<file path="config.mk">
export PLATFORM = sky130hd
export DESIGN_NAME = tcms_ram
export DESIGN_NICKNAME = d
export VERILOG_FILES = /design/src/rtl/core/tcms_ram.sv
export SDC_FILE = /design/constraint.sdc
export NUM_CORES = 1
export LEC_CHECK = 0
export ABC_AREA = 1
export BUFFER_PORTS_ARGS = -buffer_cell sky130_fd_sc_hd__buf_4
export CAP_MARGIN = 30
export CORE_UTILIZATION = 55
export CTS_CLUSTER_SIZE = 25
export DETAILED_ROUTE_END_ITERATION = 12
export PLACE_DENSITY_LB_ADDON = 0.08
export SLEW_MARGIN = 20
export SYNTH_ARGS = -nofsm -noshare
export SYNTH_HDL_FRONTEND = slang
export SYNTH_SLANG_ARGS = --single-unit
</file>
<file path="constraint.sdc">
create_clock -name clock -period 1.2 [get_ports clock]
set_clock_uncertainty 0.15 [all_clocks]
set_input_delay 0.18 -clock clock [delete_from_list [all_inputs] [get_ports clock]]
set_output_delay 0.18 -clock clock [all_outputs]
set_load 0.005 [all_outputs]
</file>
<file path="src/rtl/core/tcms_ram.sv">
// Generic single-write, single-read RAM with registered read data.
`timescale 1ns / 1ps

module tcms_ram #(
   parameter int WIDTH  = 8,
   parameter int DEPTH  = 16,
   parameter int ADDR_W = $clog2(DEPTH)
) (
   input  logic              clock,
   input  logic              wr_en,
   input  logic [ADDR_W-1:0] wr_addr,
   input  logic [WIDTH-1:0]  wr_data,
   input  logic [ADDR_W-1:0] rd_addr,
   output logic [WIDTH-1:0]  rd_data
);

   logic [WIDTH-1:0] mem [0:DEPTH-1];
   logic [WIDTH-1:0] rd_data_ff;

   always_ff @(posedge clock) begin
      if (wr_en) begin
         mem[wr_addr] <= wr_data;
      end
      rd_data_ff <= mem[rd_addr];
   end

   assign rd_data = rd_data_ff;

endmodule

</file>
# After elaboration in Yosys (flattened, before gate mapping)
# Memory sizes are Yosys's and may differ from the RTL's. A register that Yosys moved wholly into a read port is not among the register bits.
# Index checks and enable logic that the tools add are counted.
# totals
n_memories,1
register_bits,0
ram_bits,128
# classes
muxes,2
# mem_list
name,words,word_bits,rd,rd_clocked_by_memory_dff,write_ports,line,text
mem,16,8,1,1,1,17,logic [WIDTH-1:0] mem [0:DEPTH-1];
# ops
op,count
1-bit 2-to-1 mux,2

# Depth between registers and ports, before layout
# Gate-level depths: netlist (run 1).
# depth
depth_word,2
depth_mapped,8
depth_no_buf,7

# Least setup slack after synthesis (run 1)
# Ideal clock, no wire load.
# synth_path
kind,input -> register
from,input port wr_addr[3]
to,memory mem[4][0] (enable)
path_slack_ns,-0.081
cell_stages,2
path_buffers,0
arrival_ns,0.761
cell_sequence,nand3b_1 > nor2_1
# synth_lines
element,line,text
"start, declared",11,"input logic [ADDR_W-1:0] wr_addr,"
"end, declared",17,
# Straight into the memory's write port.

# Final worst setup path (run 1)
# layout_path
from,"register rd_data_ff[5] (netlist: rd_data[5]), read port of mem"
to,output port rd_data[5]
# layout_lines
element,line,text
"start, declared",18,logic [WIDTH-1:0] rd_data_ff;
"end, declared",14,output logic [WIDTH-1:0] rd_data
# No word-level cell between the ends.

==> metrics.md, run 1 <==
| Metric | Value |
|---|---|
| Max_cap viols | 0 |
| # port buffers | 25 |
| Setup TNS | -0.613 ns |
| Nets | 626 |
| Reg clk slew, reported paths | 0.06 ns |
| Simple-gate share of the synthesized area | 0.210 |
| I/O Pins | 26 |
| Remaining DRCs | 0 |
| Max Clk Rate | 0.776 GHz |
| CP required | 0.87 ns |
| Area delta synth->final | 22.4% |
| Total global-route track usage | 0.254 |
| RSZ-0062 raised after global routing | yes |
| CP Max Fanout | 1 |
| Synth Cell Area | 5770 um^2 |
| DR WL met2 | 6420 um |
| Fin util | 0.690 |
| Post-Synthesis Cells | 551 |
| Initial antenna violation count | 0 |
| CP max stage delay | 0.33 ns |
| Die X | 104 um |
| Starting density of the core | 0.564 |
| Clock Tree Buf Depth | 2 |
| Worst Setup End Kind | primary output |
| Core area | 10200 um^2 |
| Synth Net Count | 569 |
| ANT cells | 0 |
| Met3 WL | 760 um |
| Seq cells post-synth | 136 |
| Final setup margin | -0.0883 ns |
| H-Tree Depth | 4 |
| Die area | 10900 um^2 |
| Worst-margin pin slew | 0.303 ns |
| CP max-delay cell | dfxtp_2 |
| Failing checks | negative setup slack |
| Worst-path cell chain | buf_6 |
| Storage element area | 4010 um^2 |
| Top-area cell type share of the netlist area | 0.667 |
| Critical path's top delay family | flip-flops |
| Pwr dens | 1640 nW/um^2 |
| Fin. Hold Viols | 0 |
| Initial DRC Count | 320 |
| Xor/xnor share of the synthesized area | 0 |
| Rows | 37 |
| Largest area contributor in the netlist | edfxtp_1 |
| Compound-Gate Fraction of Synth Area | 0 |
| Die Ht | 104 um |
| Num CTS Buffers | 17 |
| Fin crit share | 1.07 |
| Setup violators final | 8 |
| Fraction of layout cells with a size suffix above 1 | 0.171 |
| Adder-Cell Fraction of Synth Area | 0 |
| Multiplexer share of the synthesized area | 0 |
| DP HPWL | 7780 um |
| Fill cells | 749 |
| Outcome | finished with violations |
| Synthesis Warnings | 0 |
| WL per Instance | 16.8 um |
| Worst-Skew Late Latency | 0.53 ns |
| Final ANT Viol Nets | 0 |
| CP Class | register to primary output |
| Slew headroom | 0.798 |
| Met1 wire length | 5380 um |
| Number of global-route vias before repair | 3779 |
| Non-filler cells, final | 757 |
| Gpl congestion | 0.758 |
| Sequential share of the synthesized area | 0.694 |
| Vias post-DR | 3894 |
| Final Max Slew Viols | 0 |
| WP data arrival | 0.96 ns |
| Root Driver | clkbuf_8 |
| Largest family of logic cells by synthesized area | simple AND/OR/NAND/NOR gates |
| CP bufs+invs | 1 |
| Netlist cell types | 12 |
| Max Used Layer | met4 |
| Area of the multi-input gates | 1260 um^2 |
| Post-route cell area | 7060 um^2 |
| Largest net degree at the start of global routing | 55 |
| First-pass DRT Iterations | 5 |
| # Post-CTS Setup Buffers | 0 |
| Main area contributors after synthesis | edfxtp_1 67%, nand2_1 11%, nand3_1 8.4% |
| GR Overflow Total | 0 |
| CTS tree | built |
| CTS sink count | 136 |
| Max IR drop VDD | 1030 uV |
| Hold Crit Class | input pin to register |
| Placed Area | 6270 um^2 |
| Placed instance count | 716 |
| Global-route wire length before repair | 20100 um |
| Vias/cell | 5.14 |
| Fin crit period | 1.29 ns |
| Routed wire length | 12700 um |
| Leak | 3.06 nW |
| CP Launch Type | register |
| Mean Syn Cell Area | 10.5 um^2 |
-- layer usage --
metal / vias to the layer above / track usage
met1: 1846 / 0.331
met4: 0 / 0.0806
met5: - / 0
met2: 143 / 0.425
li1: 1887 / -
met3: 18 / 0.0539
-- through the flow --
step,setup slack [ns],total power [W],hold WS (ns)
after floorplan,-0.0808,0.00582,0.129
after global placement,-0.157,0.00615,0.355
after detailed placement,-0.154,0.00616,0.373
after CTS,-0.109,0.0116,0.00237
after global routing,-0.120,0.0119,0.0254
final,-0.0883,0.0116,0.0203
-- registers in the layout, indices dropped and copies added, names as in the netlist --
name / count
mem: 128
rd_data: 8
-- what timing repair did --
action                                  in CTS  in global routing
hold buffers                                 9                  0
gates cloned                                 0                  0
pin swaps                                    0                  1
endpoints found under the setup margin       8                 12
hold endpoints to repair                   136                  0
resized for setup                            6                 16
-- final timing paths --
kind	start	to	slack (ns)	cells past startpoint
setup / recovery	rd_data[5]	rd_data[5]	-0.09	1
hold / removal	rd_addr[2]	rd_data[2]	0.02	5
setup reg to reg	mem[3][4]	rd_data[4]	0.08	6
hold reg to reg	mem[2][0]	rd_data[0]	0.54	6
-- placed cells by master (no fill, tap or decap), types with 3 or more instances in the layout --
| cell | instances |
|---|---|
| nand2_1 | 173 |
| edfxtp_1 | 128 |
| inv_1 | 100 |
| nand3_1 | 91 |
| buf_4 | 38 |
| clkbuf_16 | 16 |
| nor2_1 | 11 |
| dlygate4sd3_1 | 9 |
| buf_6 | 8 |
| dfxtp_2 | 8 |
| buf_12 | 7 |
| nand3_2 | 6 |
| nor2_2 | 6 |
| bufinv_16 | 4 |
| clkinvlp_4 | 4 |
| inv_6 | 3 |
-- cell type report --
type	instances	area share
Sequential cell	136	0.569
Multi-Input combinational cell	289	0.178
Timing Repair Buffer	62	0.0858
Clock buffer	19	0.0612
Inverter	102	0.0543
Clock inverter	13	0.0275
Tap cell	136	0.0241
-- power breakdown --
part           switching, W  internal, W  leakage (nW)
registers         0.0000351      0.00532          1.22
clock network       0.00197      0.00345         0.292
logic              0.000480     0.000301          1.55
total               0.00248      0.00907          3.06
-- cells in the mapped netlist --
master and n:
buf_1 1, buf_2 13, buf_4 4, buf_6 6, dfxtp_1 8, edfxtp_1 128, inv_1 100, inv_2 2
nand2_1 173, nand3_1 97, nand3b_1 2, nor2_1 17
-- kinds of logic after synthesis --
kind of cell,Yosys count
buffers and inverters,126
flip-flops,136
AND/OR/NAND/NOR,289
(Power assumes the default switching activity.)
==> inputs of run 2 (changes only) <==
--- a/config.mk
+++ b/config.mk
@@ -8,7 +8,7 @@
 export ABC_AREA = 1
 export BUFFER_PORTS_ARGS = -buffer_cell sky130_fd_sc_hd__buf_4
 export CAP_MARGIN = 30
-export CORE_UTILIZATION = 55
+export CORE_UTILIZATION = 48
 export CTS_CLUSTER_SIZE = 25
 export DETAILED_ROUTE_END_ITERATION = 12
 export PLACE_DENSITY_LB_ADDON = 0.08
==> run 2 against run 1 <==
The run ends with design-rule violations left. Power down 6.7%. Non-clock buffer count up 4. Combinational power up 2%. Critical endpoint is now rd_data[2]. Largest cell class unchanged.
==> metrics.md, run 2 (same netlist as run 1, synthesis figures left out) <==
| Metric | Value |
|---|---|
| Switching share of total power | 0.214 |
| Largest net degree at the start of global routing | 45 |
| Total power | 0.0108 W |
| Fin crit share | 0.991 |
| CP max-delay cell | dfxtp_2 |
| Fin crit period | 1.19 ns |
| Failing checks | design-rule violations |
| Non-filler cells, final | 768 |
| Clock Tree Buf Depth | 2 |
| Vias post-DR | 3902 |
| RSZ-0062 raised after global routing | yes |
| Area delta synth->final | 22.2% |
| Number of global-route vias before repair | 3838 |
| CP max stage delay | 0.33 ns |
| Final setup margin | 0.0103 ns |
| Max IR drop VDD | 972 uV |
| Placed instance count | 726 |
| Global-route wire length before repair | 20900 um |
| WP data arrival | 0.86 ns |
| Flop2flop setup slack | 0.04 ns |
| Worst-path cell chain | buf_6 |
| Most frequent cells in the layout | 172 x nand2_1, 128 x edfxtp_1, 99 x inv_1 |
| Rows | 39 |
| Most common cell after layout, fill and taps aside | nand2_1 |
| Fin util | 0.610 |
| ANT cells | 0 |
| Dpl ws | -0.260 ns |
| Initial antenna violation count | 0 |
| Num CTS Buffers | 17 |
| H-Tree Depth | 4 |
| RR Startpoint | mem[4][1] |
| Initial DRC Count | 312 |
| Worst Setup End Kind | primary output |
| Fraction of layout cells with a size suffix above 1 | 0.165 |
| Stages on worst setup path | 1 |
| I/O Pins | 26 |
| Starting density of the core | 0.499 |
| Sequential Power Share | 0.497 |
| CP Class | register to primary output |
| Final ANT Viol Nets | 0 |
| CP required | 0.87 ns |
| Worst-margin pin slew | 0.266 ns |
| R2R cell count | 6 |
| Fin. Hold Viols | 0 |
| Placed Area | 6350 um^2 |
| CP Capture Point | rd_data[2] |
| Slew headroom | 0.822 |
| DP HPWL | 8180 um |
| # Post-CTS Setup Buffers | 0 |
| Die area | 12500 um^2 |
| Die Ht | 112 um |
| Internal power | 0.00847 W |
| Leak | 3.06 nW |
| Critical path's top delay family | flip-flops |
| Nets | 630 |
| Crit. Startpoint | rd_data[2] |
| GR Overflow Total | 0 |
| Hold Crit Class | input pin to register |
| Root Driver | clkbuf_16 |
| Routed wire length | 13100 um |
| NetSw | 0.00231 W |
| Combinational Power Share | 0.074 |
| Final Max Slew Viols | 0 |
| CTS sink count | 136 |
| Vias/cell | 5.08 |
| Total global-route track usage | 0.233 |
| Core area | 11600 um^2 |
| CP bufs+invs | 1 |
| Gpl congestion | 0.794 |
| Max Clk Rate | 0.841 GHz |
| Clk pwr share | 0.430 |
| Outcome | finished with violations |
| Top reg by flops | mem |
| WL per Instance | 17.1 um |
| Reg2Reg Capture Point | rd_data[1] |
| Reg clk slew, reported paths | 0.06 ns |
| # port buffers | 25 |
| Post-route cell area | 7050 um^2 |
| CP Launch Type | register |
| Worst-Skew Late Latency | 0.42 ns |
| Setup violators final | 0 |
| Max reg flops | 128 |
| Max_cap viols | 0 |
| Remaining DRCs | 4 |
| Pwr dens | 1530 nW/um^2 |
| First-pass DRT Iterations | 9 |
| CTS tree | built |
| Die X | 112 um |
| CP Max Fanout | 1 |
run 2: cell type report:
type	instances	area (um^2)
Clock buffer	28	507
Tap cell	143	179
Multi-Input combinational cell	289	1270
Sequential cell	136	4010
Fill cell	942	4520
Clock inverter	4	20.0
Timing Repair Buffer	66	677
Inverter	102	387
run 2: worst min-delay path by stage:
stage,cells after the start,start,end
finish,4,rd_addr[2],rd_data[6]
global route,4,rd_addr[2],rd_data[6]
CTS,4,rd_addr[2],rd_data[6]
detailed placement,3,rd_addr[3],rd_data[0]
global placement,3,rd_addr[3],rd_data[4]
floorplan,0,wr_data[0],mem[0][0]
run 2: per-layer routing:
layer | wire (um) | vias up | GRT usage
met4 | 318 | 0 | 0.115
li1 | - | 1899 | -
met5 | 0 | - | 0
met3 | 723 | 28 | 0.0501
met1 | 5850 | 1843 | 0.311
met2 | 6250 | 132 | 0.365
run 2: repair_timing:
action / 4_1_cts / 5_1_grt
setup endpoints to repair: 4 / 9
endpoints found under the hold margin: 111 / 0
pin swaps: 0 / 1
gates resized for setup: 7 / 12
hold buffers: 10 / 0
run 2: power by group through the flow:
stage / combinational [W] / clock, W / sequential [W]
CTS: 0.000782 / 0.00469 / 0.00535
detailed placement: 0.000746 / 0 / 0.00544
global route: 0.000879 / 0.00489 / 0.00536
floorplan: 0.000378 / 0 / 0.00544
global placement: 0.000741 / 0 / 0.00544
finish: 0.000794 / 0.00463 / 0.00535
run 2: through the flow:
step | TNS (ns) | hold WS, ns
6_report | 0 | 0.0499
5_1_grt | -0.0463 | 0.0627
4_1_cts | -0.00569 | 0.0286
3_5_place_dp | -18.59 | 0.362
3_3_place_gp | -18.83 | 0.352
2_1_floorplan | -6.44 | 0.129
==> inputs of run 3 (changes only) <==
--- a/config.mk
+++ b/config.mk
@@ -8,7 +8,11 @@
 export ABC_AREA = 1
 export BUFFER_PORTS_ARGS = -buffer_cell sky130_fd_sc_hd__buf_4
 export CAP_MARGIN = 30
-export CORE_UTILIZATION = 48
+export CELL_PAD_IN_SITES_DETAIL_PLACEMENT = 1
+export CELL_PAD_IN_SITES_GLOBAL_PLACEMENT = 1
+export CORE_MARGIN = 4
+export CORE_UTILIZATION = 46
+export CTS_BUF_LIST = sky130_fd_sc_hd__clkbuf_8
 export CTS_CLUSTER_SIZE = 25
 export DETAILED_ROUTE_END_ITERATION = 12
 export PLACE_DENSITY_LB_ADDON = 0.08
==> run 3 against run 2 <==
Maximum frequency shrank 4.3%. Setup slack got worse by 0.054 ns. Critical endpoint is now rd_data[3]. Critical path depth unchanged. Highest routed layer unchanged. Die area increased by 16%. Global-route usage down 1.4 points. The flow finishes with violations (negative setup slack). Combinational power rose by 3.8%. Flip-flop and latch count unchanged. Register-to-register slack about the same. Largest power group unchanged.
==> metrics.md, run 3 (same netlist as run 1, synthesis figures left out) <==
| Metric | Value |
|---|---|
| Reg clk slew, reported paths | 0.07 ns |
| Worst-margin pin slew | 0.361 ns |
| CTS tree | built |
| Most frequent cells in the layout | 173 x nand2_1, 128 x edfxtp_1, 102 x inv_1 |
| CP Max Fanout | 1 |
| Vias/cell | 4.96 |
| Total global-route track usage | 0.219 |
| Rows | 40 |
| Vias post-DR | 3942 |
| Critical path's top delay family | flip-flops |
| CP max-delay cell | dfxtp_2 |
| Final ANT Viol Nets | 0 |
| Largest net degree at the start of global routing | 51 |
| Pwr dens | 1450 nW/um^2 |
| Max IR drop VDD | 815 uV |
| Clock Tree Buf Depth | 2 |
| Final Max Slew Viols | 0 |
| Leak | 3.04 nW |
| WL per Instance | 18.4 um |
| Dpl ws | -0.300 ns |
| Hold slack | 0.0685 ns |
| DP HPWL | 9590 um |
| # port buffers | 25 |
| CP max stage delay | 0.37 ns |
| Initial DRC Count | 287 |
| Max Clk Rate | 0.804 GHz |
| Num CTS Buffers | 17 |
| Die Ht | 120 um |
| Worst-path cell chain | buf_6 |
| Global-route wire length before repair | 23100 um |
| Fin crit share | 1.04 |
| H-Tree Depth | 4 |
| Root Driver | clkbuf_8 |
| # Post-CTS Setup Buffers | 0 |
| Top reg by flops | mem |
| Fraction of layout cells with a size suffix above 1 | 0.185 |
| Slew headroom | 0.759 |
| Switching share of total power | 0.217 |
| Fin crit period | 1.24 ns |
| Clk pwr share | 0.390 |
| Routed wire length | 14600 um |
| Max_cap viols | 0 |
| Hold Crit Class | input pin to register |
| Gpl congestion | 0.817 |
| ANT cells | 0 |
| Worst Setup End Kind | primary output |
| Failing checks | negative setup slack |
| NetSw | 0.00220 W |
| Setup violators final | 3 |
| I/O Pins | 26 |
| Outcome | finished with violations |
| Final setup margin | -0.0437 ns |
| Starting density of the core | 0.474 |
| CTS sink count | 136 |
| CP Class | register to primary output |
| RSZ-0062 raised after global routing | yes |
| Max reg flops | 128 |
| Internal power | 0.00793 W |
| Core area | 12200 um^2 |
| Nets | 631 |
| Remaining DRCs | 0 |
| Initial antenna violation count | 0 |
| Combinational Power Share | 0.081 |
| CP required | 0.87 ns |
| Die X | 120 um |
| Area delta synth->final | 21.1% |
| Fin. Hold Viols | 0 |
| Number of global-route vias before repair | 4114 |
| CP bufs+invs | 1 |
| Worst-Skew Late Latency | 0.45 ns |
| Die area | 14400 um^2 |
| CP Launch Type | register |
| Most common cell after layout, fill and taps aside | nand2_1 |
| WP data arrival | 0.91 ns |
| Sequential Power Share | 0.529 |
| Fill cells | 1322 |
| GR Overflow Total | 0 |
| First-pass DRT Iterations | 6 |
[run 3: cell types whose count changed in the layout (fill, tap and decap cells not counted), sizes merged]
cell | before | now
clkbuf | 28 | 22
bufinv | 0 | 3
inv | 101 | 104
dlygate4sd3 | 10 | 9
buf | 56 | 58
[run 3: metal layers]
layer / vias up / wire length [um] / global-route usage / share of wire
met4: 0 / 289 / 0.0852 / 0.020
met3: 22 / 488 / 0.0443 / 0.033
met2: 72 / 7230 / 0.354 / 0.49
met1: 1957 / 6640 / 0.293 / 0.45
met5: - / 0 / 0 / 0
li1: 1891 / - / - / -
[run 3: metrics by stage]
stage / area (um^2) / instances / util / power (W) / TNS, ns
5_1_grt: 6980 / 794 / 0.574 / 0.0105 / -0.465
3_3_place_gp: 6360 / 753 / 0.523 / 0.00619 / -14.66
2_1_floorplan: 5780 / 551 / - / 0.00582 / -6.44
3_5_place_dp: 6360 / 753 / 0.523 / 0.00622 / -18.72
4_1_cts: 6910 / 794 / 0.568 / 0.0102 / -0.292
6_report: 6980 / 794 / 0.574 / 0.0101 / -0.0745
[run 3: area by class of cell]
cell class	count	area (um^2)	area share
flip-flops and latches	136	4010	0.575
multi-input cells	289	1290	0.185
repair buffers	67	656	0.0939
inverters	102	383	0.0548
clock buffers	22	303	0.0434
well taps	168	210	0.0301
clock inverters	10	124	0.0177
[run 3: final timing paths]
path | from | endpoint | slack (ns) | cells after the start
setup / recovery | rd_data[3] | rd_data[3] | -0.04 | 1
hold / removal | rd_addr[2] | rd_data[4] | 0.07 | 5
setup reg to reg | mem[0][5] | rd_data[5] | 0.04 | 6
hold reg to reg | mem[14][4] | rd_data[4] | 0.51 | 6
[run 3: worst reg2reg max path, delay by kind of cell, from the launching register on]
kind | cells | cell delay, ns
and+or+nand+nor | 5 | 0.43
buffers and inverters | 1 | 0.08
DFF | 1 | 0.38
[run 3: power by group through the flow]
stage	registers, W	logic [W]	clock network, W
2_1_floorplan	0.00544	0.000378	0
3_5_place_dp	0.00545	0.000771	0
4_1_cts	0.00535	0.000811	0.00404
3_3_place_gp	0.00544	0.000752	0
5_1_grt	0.00536	0.000914	0.00426
6_report	0.00535	0.000824	0.00395
[run 3: timing repair]
item	in CTS	in global routing
hold buffers	9	0
gates resized for setup	12	17
hold endpoints to repair	131	0
pin swaps	0	2
setup endpoints to repair	10	14
